===== config.mk =====
export PLATFORM = sky130hd
export DESIGN_NAME = indexed_insert_remove_list
export DESIGN_NICKNAME = d
export VERILOG_FILES = /design/src/design/iirl_pkg.sv /design/src/design/iirl_cell.sv /design/src/design/iirl_ctrl.sv /design/src/design/indexed_insert_remove_list.sv
export VERILOG_INCLUDE_DIRS = /design/src /design/src/design
export SDC_FILE = /design/constraint.sdc
export NUM_CORES = 2
export LEC_CHECK = 0
export ABC_AREA = 1
export BUFFER_PORTS_ARGS = -buffer_cell sky130_fd_sc_hd__buf_2
export CAP_MARGIN = 0
export CORE_ASPECT_RATIO = 1.4
export CORE_UTILIZATION = 51
export CTS_CLUSTER_DIAMETER = 40
export DETAILED_ROUTE_END_ITERATION = 8
export PLACE_DENSITY = 0.66
export SKIP_CTS_REPAIR_TIMING = 1
export SLEW_MARGIN = 30
export SYNTH_ARGS = -nofsm -noshare
export SYNTH_HDL_FRONTEND = slang
export SYNTH_HIERARCHICAL = 1
export SYNTH_SLANG_ARGS = --single-unit

===== constraint.sdc =====
create_clock -name clk_i -period 6.3 [get_ports clk_i]
set_input_delay 1.26 -clock clk_i [delete_from_list [all_inputs] [get_ports clk_i]]
set_output_delay 1.26 -clock clk_i [all_outputs]
set_load 0.01 [all_outputs]

===== src/design/indexed_insert_remove_list_assert.svh =====
// assertion macros used by the list controller
`ifndef INDEXED_INSERT_REMOVE_LIST_ASSERT_SVH
`define INDEXED_INSERT_REMOVE_LIST_ASSERT_SVH

// condition holds at every clock edge out of reset
`define IIRL_ASSERT(lbl, cond, msg) \
  lbl: assert property (@(posedge clk_i) disable iff (!rst_ni) (cond)) else $error(msg);

// consequent holds in the same cycle as the antecedent
`define IIRL_ASSERT_IMP(lbl, ante, cons, msg) \
  lbl: assert property (@(posedge clk_i) disable iff (!rst_ni) (ante) |-> (cons)) \
    else $error(msg);

// consequent holds in the cycle after the antecedent
`define IIRL_ASSERT_NXT(lbl, ante, cons, msg) \
  lbl: assert property (@(posedge clk_i) disable iff (!rst_ni) (ante) |=> (cons)) \
    else $error(msg);

`endif


===== src/design/iirl_pkg.sv =====
`timescale 1ns / 1ps

package iirl_pkg;

  // list geometry
  localparam int unsigned DEPTH     = 16;
  localparam int unsigned WORD_BITS = 32;
  localparam int unsigned POS_W     = $clog2(DEPTH);
  localparam int unsigned FILL_W    = $clog2(DEPTH + 1);
  localparam int unsigned IDX_W     = FILL_W;
  localparam int unsigned OP_W      = 3;
  localparam int unsigned ST_W      = 2;

  // operation codes
  typedef enum logic [OP_W-1:0] {
    OP_APPEND = 3'd0,
    OP_INSERT = 3'd1,
    OP_REMOVE = 3'd2,
    OP_READ   = 3'd3,
    OP_SEARCH = 3'd4
  } op_e;

  // result status codes
  typedef enum logic [ST_W-1:0] {
    ST_OK    = 2'd0,
    ST_FULL  = 2'd1,
    ST_RANGE = 2'd2,
    ST_MISS  = 2'd3
  } status_e;

  // input transaction
  typedef struct packed {
    logic [OP_W-1:0]      op;
    logic [IDX_W-1:0]     index;
    logic [WORD_BITS-1:0] value;
  } in_t;

  // output transaction
  typedef struct packed {
    logic [ST_W-1:0]      status;
    logic [WORD_BITS-1:0] read_value;
    logic [POS_W-1:0]     position;
    logic [FILL_W-1:0]    fill_level;
  } out_t;

  // broadcast command from the controller to every cell
  typedef struct packed {
    logic                 load;
    logic                 step;
    logic                 ins;
    logic                 rem;
    logic                 srch;
    logic                 sel;
    logic [IDX_W-1:0]     idx;
    logic [FILL_W-1:0]    held;
    logic [WORD_BITS-1:0] value;
  } cmd_t;

  // result lane passed down the chain toward cell zero
  typedef struct packed {
    logic                 hit;
    logic [POS_W-1:0]     pos;
    logic [WORD_BITS-1:0] data;
  } lane_t;

endpackage


===== src/design/iirl_cell.sv =====
`timescale 1ns / 1ps

module iirl_cell import iirl_pkg::*; (
  input  logic                 clk_i,
  input  logic                 rst_ni,
  input  cmd_t                 cmd_i,
  input  logic [POS_W-1:0]     cell_pos_i,
  input  logic [WORD_BITS-1:0] left_i,
  input  logic [WORD_BITS-1:0] right_i,
  input  lane_t                lane_i,
  output logic [WORD_BITS-1:0] word_o,
  output lane_t                lane_o
);

  logic [WORD_BITS-1:0] word_q, word_d;
  logic                 hit_q, hit_d;
  logic [POS_W-1:0]     pos_q, pos_d;
  logic [WORD_BITS-1:0] data_q, data_d;
  logic [FILL_W-1:0]    pos_ext;
  logic                 own_hit;

  assign pos_ext = FILL_W'(cell_pos_i);

  // entry update: insert shifts up from the left, remove pulls down from the right
  always_comb begin
    word_d = word_q;
    if (cmd_i.ins) begin
      if (pos_ext == cmd_i.idx) begin
        word_d = cmd_i.value;
      end else if (pos_ext > cmd_i.idx && pos_ext <= cmd_i.held) begin
        word_d = left_i;
      end
    end else if (cmd_i.rem) begin
      if (pos_ext >= cmd_i.idx && (pos_ext + FILL_W'(1)) < cmd_i.held) begin
        word_d = right_i;
      end
    end
  end

  // local hit: indexed select or key match inside the fill level
  assign own_hit = (cmd_i.sel && pos_ext == cmd_i.idx)
                || (cmd_i.srch && pos_ext < cmd_i.held && word_q == cmd_i.value);

  // result lane: load own hit, then keep a hit or take the neighbor's lane
  always_comb begin
    hit_d  = hit_q;
    pos_d  = pos_q;
    data_d = data_q;
    if (cmd_i.load) begin
      hit_d  = own_hit;
      pos_d  = cell_pos_i;
      data_d = word_q;
    end else if (cmd_i.step && !hit_q) begin
      hit_d  = lane_i.hit;
      pos_d  = lane_i.pos;
      data_d = lane_i.data;
    end
  end

  always_ff @(posedge clk_i or negedge rst_ni) begin
    if (!rst_ni) begin
      hit_q <= 1'b0;
    end else begin
      hit_q <= hit_d;
    end
  end

  always_ff @(posedge clk_i) begin
    word_q <= word_d;
    pos_q  <= pos_d;
    data_q <= data_d;
  end

  assign word_o      = word_q;
  assign lane_o.hit  = hit_q;
  assign lane_o.pos  = pos_q;
  assign lane_o.data = data_q;

endmodule


===== src/design/iirl_ctrl.sv =====
`timescale 1ns / 1ps

module iirl_ctrl import iirl_pkg::*; (
  input  logic  clk_i,
  input  logic  rst_ni,
  input  logic  in_valid_i,
  output logic  in_stall_o,
  input  in_t   in_data_i,
  output logic  out_valid_o,
  input  logic  out_stall_i,
  output out_t  out_data_o,
  output cmd_t  cmd_o,
  input  lane_t lane_i
);

  `include "indexed_insert_remove_list_assert.svh"

  typedef enum logic [2:0] {
    ST_IDLE = 3'b001,
    ST_SCAN = 3'b010,
    ST_DONE = 3'b100
  } state_e;

  state_e            state_q, state_d;
  logic [POS_W-1:0]  cnt_q, cnt_d;
  logic [FILL_W-1:0] held_q, held_d;
  status_e           pend_st_q, pend_st_d;
  logic              pend_srch_q, pend_srch_d;
  logic              pend_rd_q, pend_rd_d;
  logic [FILL_W-1:0] pend_fill_q;
  logic              out_valid_q, out_valid_d;
  out_t              out_q, res;

  logic              in_acc, done_go, full;
  logic              dec_scan, dec_srch, dec_rd, dec_ins, dec_rem;
  status_e           dec_st;
  logic [IDX_W-1:0]  dec_idx;
  logic [FILL_W-1:0] dec_held;

  assign in_stall_o = (state_q != ST_IDLE);
  assign in_acc     = in_valid_i && (state_q == ST_IDLE);
  assign full       = (held_q == FILL_W'(DEPTH));

  // operation decode against the current fill level
  always_comb begin
    dec_st   = ST_OK;
    dec_scan = 1'b0;
    dec_srch = 1'b0;
    dec_rd   = 1'b0;
    dec_ins  = 1'b0;
    dec_rem  = 1'b0;
    dec_idx  = in_data_i.index;
    dec_held = held_q;
    unique case (in_data_i.op)
      OP_APPEND: begin
        if (full) begin
          dec_st = ST_FULL;
        end else begin
          dec_ins  = 1'b1;
          dec_idx  = held_q;
          dec_held = held_q + FILL_W'(1);
        end
      end
      OP_INSERT: begin
        if (in_data_i.index > held_q) begin
          dec_st = ST_RANGE;
        end else if (full) begin
          dec_st = ST_FULL;
        end else begin
          dec_ins  = 1'b1;
          dec_held = held_q + FILL_W'(1);
        end
      end
      OP_REMOVE: begin
        if (in_data_i.index >= held_q) begin
          dec_st = ST_RANGE;
        end else begin
          dec_rem  = 1'b1;
          dec_rd   = 1'b1;
          dec_scan = 1'b1;
          dec_held = held_q - FILL_W'(1);
        end
      end
      OP_READ: begin
        if (in_data_i.index >= held_q) begin
          dec_st = ST_RANGE;
        end else begin
          dec_rd   = 1'b1;
          dec_scan = 1'b1;
        end
      end
      OP_SEARCH: begin
        dec_srch = 1'b1;
        dec_scan = 1'b1;
      end
      default: begin
        dec_st = ST_RANGE;
      end
    endcase
  end

  // command broadcast to the cell chain
  always_comb begin
    cmd_o.load  = in_acc;
    cmd_o.step  = (state_q == ST_SCAN);
    cmd_o.ins   = in_acc && dec_ins;
    cmd_o.rem   = in_acc && dec_rem;
    cmd_o.srch  = dec_srch;
    cmd_o.sel   = dec_rd;
    cmd_o.idx   = dec_idx;
    cmd_o.held  = held_q;
    cmd_o.value = in_data_i.value;
  end

  // result assembly from the lane that reached cell zero
  always_comb begin
    res.status     = pend_srch_q ? (lane_i.hit ? ST_OK : ST_MISS) : pend_st_q;
    res.read_value = (pend_rd_q && lane_i.hit) ? lane_i.data : '0;
    res.position   = (pend_srch_q && lane_i.hit) ? lane_i.pos : '0;
    res.fill_level = pend_fill_q;
  end

  assign done_go = (state_q == ST_DONE) && (!out_valid_q || !out_stall_i);

  // sequencer: idle, lane scan, result handoff
  always_comb begin
    state_d = state_q;
    cnt_d   = cnt_q;
    unique case (state_q)
      ST_IDLE: begin
        cnt_d = '0;
        if (in_acc) begin
          state_d = dec_scan ? ST_SCAN : ST_DONE;
        end
      end
      ST_SCAN: begin
        cnt_d = cnt_q + POS_W'(1);
        if (cnt_q == POS_W'(DEPTH - 2)) begin
          state_d = ST_DONE;
        end
      end
      ST_DONE: begin
        if (done_go) begin
          state_d = ST_IDLE;
        end
      end
      default: begin
        state_d = ST_IDLE;
      end
    endcase
  end

  // pending result fields and fill level
  always_comb begin
    held_d      = held_q;
    pend_st_d   = pend_st_q;
    pend_srch_d = pend_srch_q;
    pend_rd_d   = pend_rd_q;
    if (in_acc) begin
      held_d      = dec_held;
      pend_st_d   = dec_st;
      pend_srch_d = dec_srch;
      pend_rd_d   = dec_rd;
    end
  end

  // output register
  always_comb begin
    out_valid_d = out_valid_q;
    if (done_go) begin
      out_valid_d = 1'b1;
    end else if (!out_stall_i) begin
      out_valid_d = 1'b0;
    end
  end

  always_ff @(posedge clk_i or negedge rst_ni) begin
    if (!rst_ni) begin
      state_q     <= ST_IDLE;
      cnt_q       <= '0;
      held_q      <= '0;
      pend_st_q   <= ST_OK;
      pend_srch_q <= 1'b0;
      pend_rd_q   <= 1'b0;
      out_valid_q <= 1'b0;
    end else begin
      state_q     <= state_d;
      cnt_q       <= cnt_d;
      held_q      <= held_d;
      pend_st_q   <= pend_st_d;
      pend_srch_q <= pend_srch_d;
      pend_rd_q   <= pend_rd_d;
      out_valid_q <= out_valid_d;
    end
  end

  always_ff @(posedge clk_i) begin
    if (in_acc) begin
      pend_fill_q <= dec_held;
    end
    if (done_go) begin
      out_q <= res;
    end
  end

  assign out_valid_o = out_valid_q;
  assign out_data_o  = out_q;

  // checks
  `IIRL_ASSERT(a_held_bound, held_q <= FILL_W'(DEPTH), "fill level beyond depth")
  `IIRL_ASSERT_NXT(a_held_quiet, !in_acc, $stable(held_q), "fill level moved without transaction")
  `IIRL_ASSERT_IMP(a_scan_cnt, state_q == ST_SCAN, cnt_q <= POS_W'(DEPTH - 2),
                   "lane scan overran the chain")
  `IIRL_ASSERT_NXT(a_rd_hit, done_go && pend_rd_q, out_valid_q && out_q.status == ST_OK,
                   "indexed read left without a hit")

endmodule


===== src/design/indexed_insert_remove_list.sv =====
// append, insert and every rejected transaction go from accept straight to the result handoff
// read, remove and search first run a lane scan, then hand off the result
// the scan is the result lane walking down the cell chain, one cell per cycle
// a new transaction is taken only in idle, one in flight at a time; a stalled output holds the handoff
// reset clears the fill level and the sequencer; list entries are left unwritten
`timescale 1ns / 1ps

module indexed_insert_remove_list import iirl_pkg::*; (
  input  logic clk_i,
  input  logic rst_ni,
  input  logic in_valid_i,
  output logic in_stall_o,
  input  in_t  in_data_i,
  output logic out_valid_o,
  input  logic out_stall_i,
  output out_t out_data_o
);

  cmd_t                 cmd;
  logic [WORD_BITS-1:0] word_w [DEPTH];
  lane_t                lane_w [DEPTH+1];

  // nothing enters the lane above the last cell
  assign lane_w[DEPTH] = '0;

  iirl_ctrl u_ctrl (
    .clk_i       (clk_i),
    .rst_ni      (rst_ni),
    .in_valid_i  (in_valid_i),
    .in_stall_o  (in_stall_o),
    .in_data_i   (in_data_i),
    .out_valid_o (out_valid_o),
    .out_stall_i (out_stall_i),
    .out_data_o  (out_data_o),
    .cmd_o       (cmd),
    .lane_i      (lane_w[0])
  );

  // chain of list cells, neighbors linked both ways
  for (genvar i = 0; i < DEPTH; i++) begin : g_cell
    logic [WORD_BITS-1:0] left_w;
    logic [WORD_BITS-1:0] right_w;

    if (i == 0) begin : g_first
      assign left_w = '0;
    end else begin : g_inner_l
      assign left_w = word_w[i-1];
    end

    if (i == DEPTH - 1) begin : g_last
      assign right_w = '0;
    end else begin : g_inner_r
      assign right_w = word_w[i+1];
    end

    iirl_cell u_cell (
      .clk_i      (clk_i),
      .rst_ni     (rst_ni),
      .cmd_i      (cmd),
      .cell_pos_i (POS_W'(i)),
      .left_i     (left_w),
      .right_i    (right_w),
      .lane_i     (lane_w[i+1]),
      .word_o     (word_w[i]),
      .lane_o     (lane_w[i])
    );
  end

endmodule


==> impl_metrics.py <==
metrics = {
    "run_status": {
        "outcome": "finished with violations",
        "violations": "design-rule violations",
    },
    "timing": {
        "hold_viol_final": 0,
        "slew_headroom_pct": 36.7,
        "setup_tns_ps": 0,
        "hold_slack_ps": 418,
        "rsz0062_at_grt": "no",
        "slew_viol_final": 0,
        "setup_viol": 0,
        "finalClockSkew_ps": 30.3,
        "max_freq_mhz": 210,
        "post-route-period-util_pct": 75.5,
        "period_needed_ps": 4750,
        "setup_ws_ps": 1550,
        "worst_pin_slew_ps": 948,
    },
    "global_route": {
        "grt_pass1_vias": 55400,
        "grtUsageMet3_pct": 2.95,
        "use_met1_pct": 30.9,
        "grt_pass1_wl_um": 300000,
        "met2_usage_pct": 50.7,
        "antenna_found_initial": 7,
        "track_usage_pct": 27.7,
        "grt_most_used_layer": "met2",
        "gr-total-overflow": 0,
        "grt_start_max_net_pins": 127,
    },
    "flow_run": {
        "cap_viol_max_count": 0,
    },
    "worst_setup_path": {
        "critPathMaxFanout": 34,
        "critPathArrivalTime_ps": 5190,
        "path_class": "flop to flop",
        "cp-end-kind": "flop",
        "start_kind": "flop",
        "required_ps": 6730,
    },
    "yosys": {
        "synthCells": 8721,
        "synth_top_cell_by_area": "edfxtp_1",
        "ys_top_cells_by_count": "nand2_1, inv_1, edfxtp_1, a21oi_1, nor2_1",
        "synthTopCellsByArea": "edfxtp_1, nand2_1, a21oi_1",
        "yosysWarnings": 6,
        "async_flop_share_pct": 2.82,
        "synth.most_common_cell": "nand2_1",
        "synth_area_um2": 70000,
        "synth_ff_type": "edfxtp_1",
        "synth_edf_count": 1136,
        "ys_types": 44,
        "ys_ff_latch": 1169,
        "synth_top_area_share_pct": 48.7,
        "avgSynthCellArea_um2": 8.02,
        "ys_seq_area_share_pct": 49.9,
    },
    "detailed_routing": {
        "wirelength_um": 192000,
        "dr.first_iter.drc_count": 4257,
        "wire_per_inst_um": 17.4,
        "drt-pass1-iter-count": 8,
        "ant_nets": 0,
        "vias": 56700,
        "drcViolationCount": 11,
        "via_per_inst": 5.13,
    },
    "cts": {
        "cts_tree": "yes",
        "clk_pin_slew_ps": 60,
        "cts.htree.levels": 4,
        "clock-sinks": 1169,
        "cts_root_buffer": "clkbuf_16",
        "cts_made_buffers": 155,
        "clk_latency_ps": 800,
        "cts_max_path_buffers": 3,
    },
    "power_and_ir_drop": {
        "ir_worst_vdd_uv": 294,
        "p_leak_nw": 35.2,
        "p_int_mw": 18.1,
        "p_sw_share_pct": 32.5,
        "combPwrFrac_pct": 24.8,
        "power_density_nw_per_um2": 340,
        "clkPwrFrac_pct": 33.2,
        "p_sw_mw": 8.71,
        "p_seq_share_pct": 42.0,
    },
    "worst_hold_path": {
        "hold_class": "flop to flop",
    },
    "finish": {
        "final_nets": 9400,
        "drive_above_1_share_pct": 6.54,
        "area_growth_pct": 12.6,
    },
    "place": {
        "dp_slack_ps": 1000,
        "place_hpwl_um": 143000,
        "gp_congestion": 0.899,
        "port_buffers": 88,
    },
    "floorplanning": {
        "die_height_um": 440,
        "ios": 89,
        "rows": 160,
        "design.die.area_um2": 139000,
        "core_area_um2": 136000,
        "dieWidth_um": 315,
        "start_util_pct": 51.5,
    },
}
[routing by layer]
metal  share of wire, %  up-vias
met5                  0        -
met2                 52     1708
met3                4.8      465
met1                 38    25900
li1                   -    28600
met4                5.6        0
[sequential cells by signal (all words and copies together) (netlist names), 4 cells and up]
name and cells:
u_ctrl/pend_fill_q 5, u_ctrl/out_data_o 43, g_cell.u_cell/hit_q 16, g_cell.u_cell/data_q 512
u_ctrl/cnt_q 4, g_cell.u_cell/pos_q 64, u_ctrl/held_q 5, g_cell.u_cell/word_o 512
[final cells by class]
cell class                 instances  area, um^2
tap                             1782        2230
antenna                            7        17.5
sequential                      1169       34900
fill                           12300       57100
clock buffer                     181        4100
multi-input combinational       6347       30100
clock inverter                   102        1120
timing repair buffer             235        1680
inverter                        1215        4590
[power groups by stage]
stage	Clock [mW]	Sequential, mW	Combinational, mW
finish	8.90	11.3	6.65
global route	9.31	11.4	7.55
CTS	9.04	11.3	6.65
detailed placement	0	11.4	6.62
global placement	0	11.4	6.41
floorplan	0	11.4	4.68
[kinds of logic (layout without fill, tap and decap cells)]
| logic type | count (synthesis) | in the layout | synth area share, % |
|---|---|---|---|
| other | 2 | 396 | 0.0107 |
| buffers and inverters | 1592 | 1733 | 9.45 |
| AOI/OAI and AO/OA | 1689 | 1689 | 12.3 |
| DFF | 1169 | 1169 | 49.9 |
| and+or+nand+nor | 3862 | 3862 | 22.0 |
| xor gates and xnor gates | 174 | 174 | 2.18 |
| adders and majority gates | 233 | 233 | 4.17 |
[through the flow]
| stage | instances | total power [mW] | instance area, um^2 | utilization (%) |
|---|---|---|---|---|
| finish | 11000 | 26.8 | 78800 | 58.0 |
| global route | 11000 | 28.3 | 78800 | 58.0 |
| CTS | 11000 | 27.0 | 78700 | 57.9 |
| detailed placement | 10700 | 18.1 | 73500 | 54.1 |
| global placement | 10700 | 17.8 | 73500 | 54.0 |
| floorplan | 9108 | 16.1 | 71400 | - |
[worst paths after layout]
kind                                        from                            to  slack [ps]  cells after the start
max                             u_ctrl/held_q[1]  g_cell[11].u_cell/word_o[18]        1550                     18
min                        u_ctrl/pend_fill_q[2]          u_ctrl/out_data_o[2]         420                      0
max reg2reg                     u_ctrl/held_q[1]  g_cell[11].u_cell/word_o[18]        1550                     18
min reg2reg                u_ctrl/pend_fill_q[2]          u_ctrl/out_data_o[2]         420                      0
max in group asynchronous                 rst_ni              u_ctrl/held_q[0]        5230                      2
min in group asynchronous                 rst_ni       g_cell[15].u_cell/hit_q         560                      2
[critical path, stage by stage, from the launching register on]
cell and delay (ps):
dfrtp_1 380, inv_1 230, ha_1 300, nand3_4 120, nor2_4 180, inv_2 80
nand2_1 200, nand2_1 80, o21ai_1 330, buf_4 270, inv_1 50, ha_1 320
inv_2 60, nor2_4 90, nand4_4 420, clkinv_2 580, a21oi_1 130, a21oi_4 130
buf_4 380
[cell usage in the layout, fill, tap and decap left out, types with 7 or more instances in the layout]
cell	synthesis	layout
inv_2	22	22
xor2_1	67	67
edfxtp_1	1136	1136
clkbuf_16	0	160
o21bai_1	48	48
diode_2	0	7
clkinv_2	16	32
a21boi_0	7	7
dfrtp_1	32	31
bufinv_16	0	16
o21ai_0	497	494
nand3_1	166	166
clkinv_4	1	12
inv_1	1160	1160
clkinv_1	16	33
clkinvlp_4	0	15
nand4_4	16	16
buf_4	52	136
a21oi_1	1129	1110
nor2_4	18	20
nand4_1	49	49
nor2_1	835	832
inv_6	0	18
conb_1	2	389
clkbuf_1	195	19
nand2_1	2753	2753
xnor2_1	107	107
buf_2	32	87
ha_1	233	233
a21oi_4	0	19
Power figures use the tool's default switching activity.
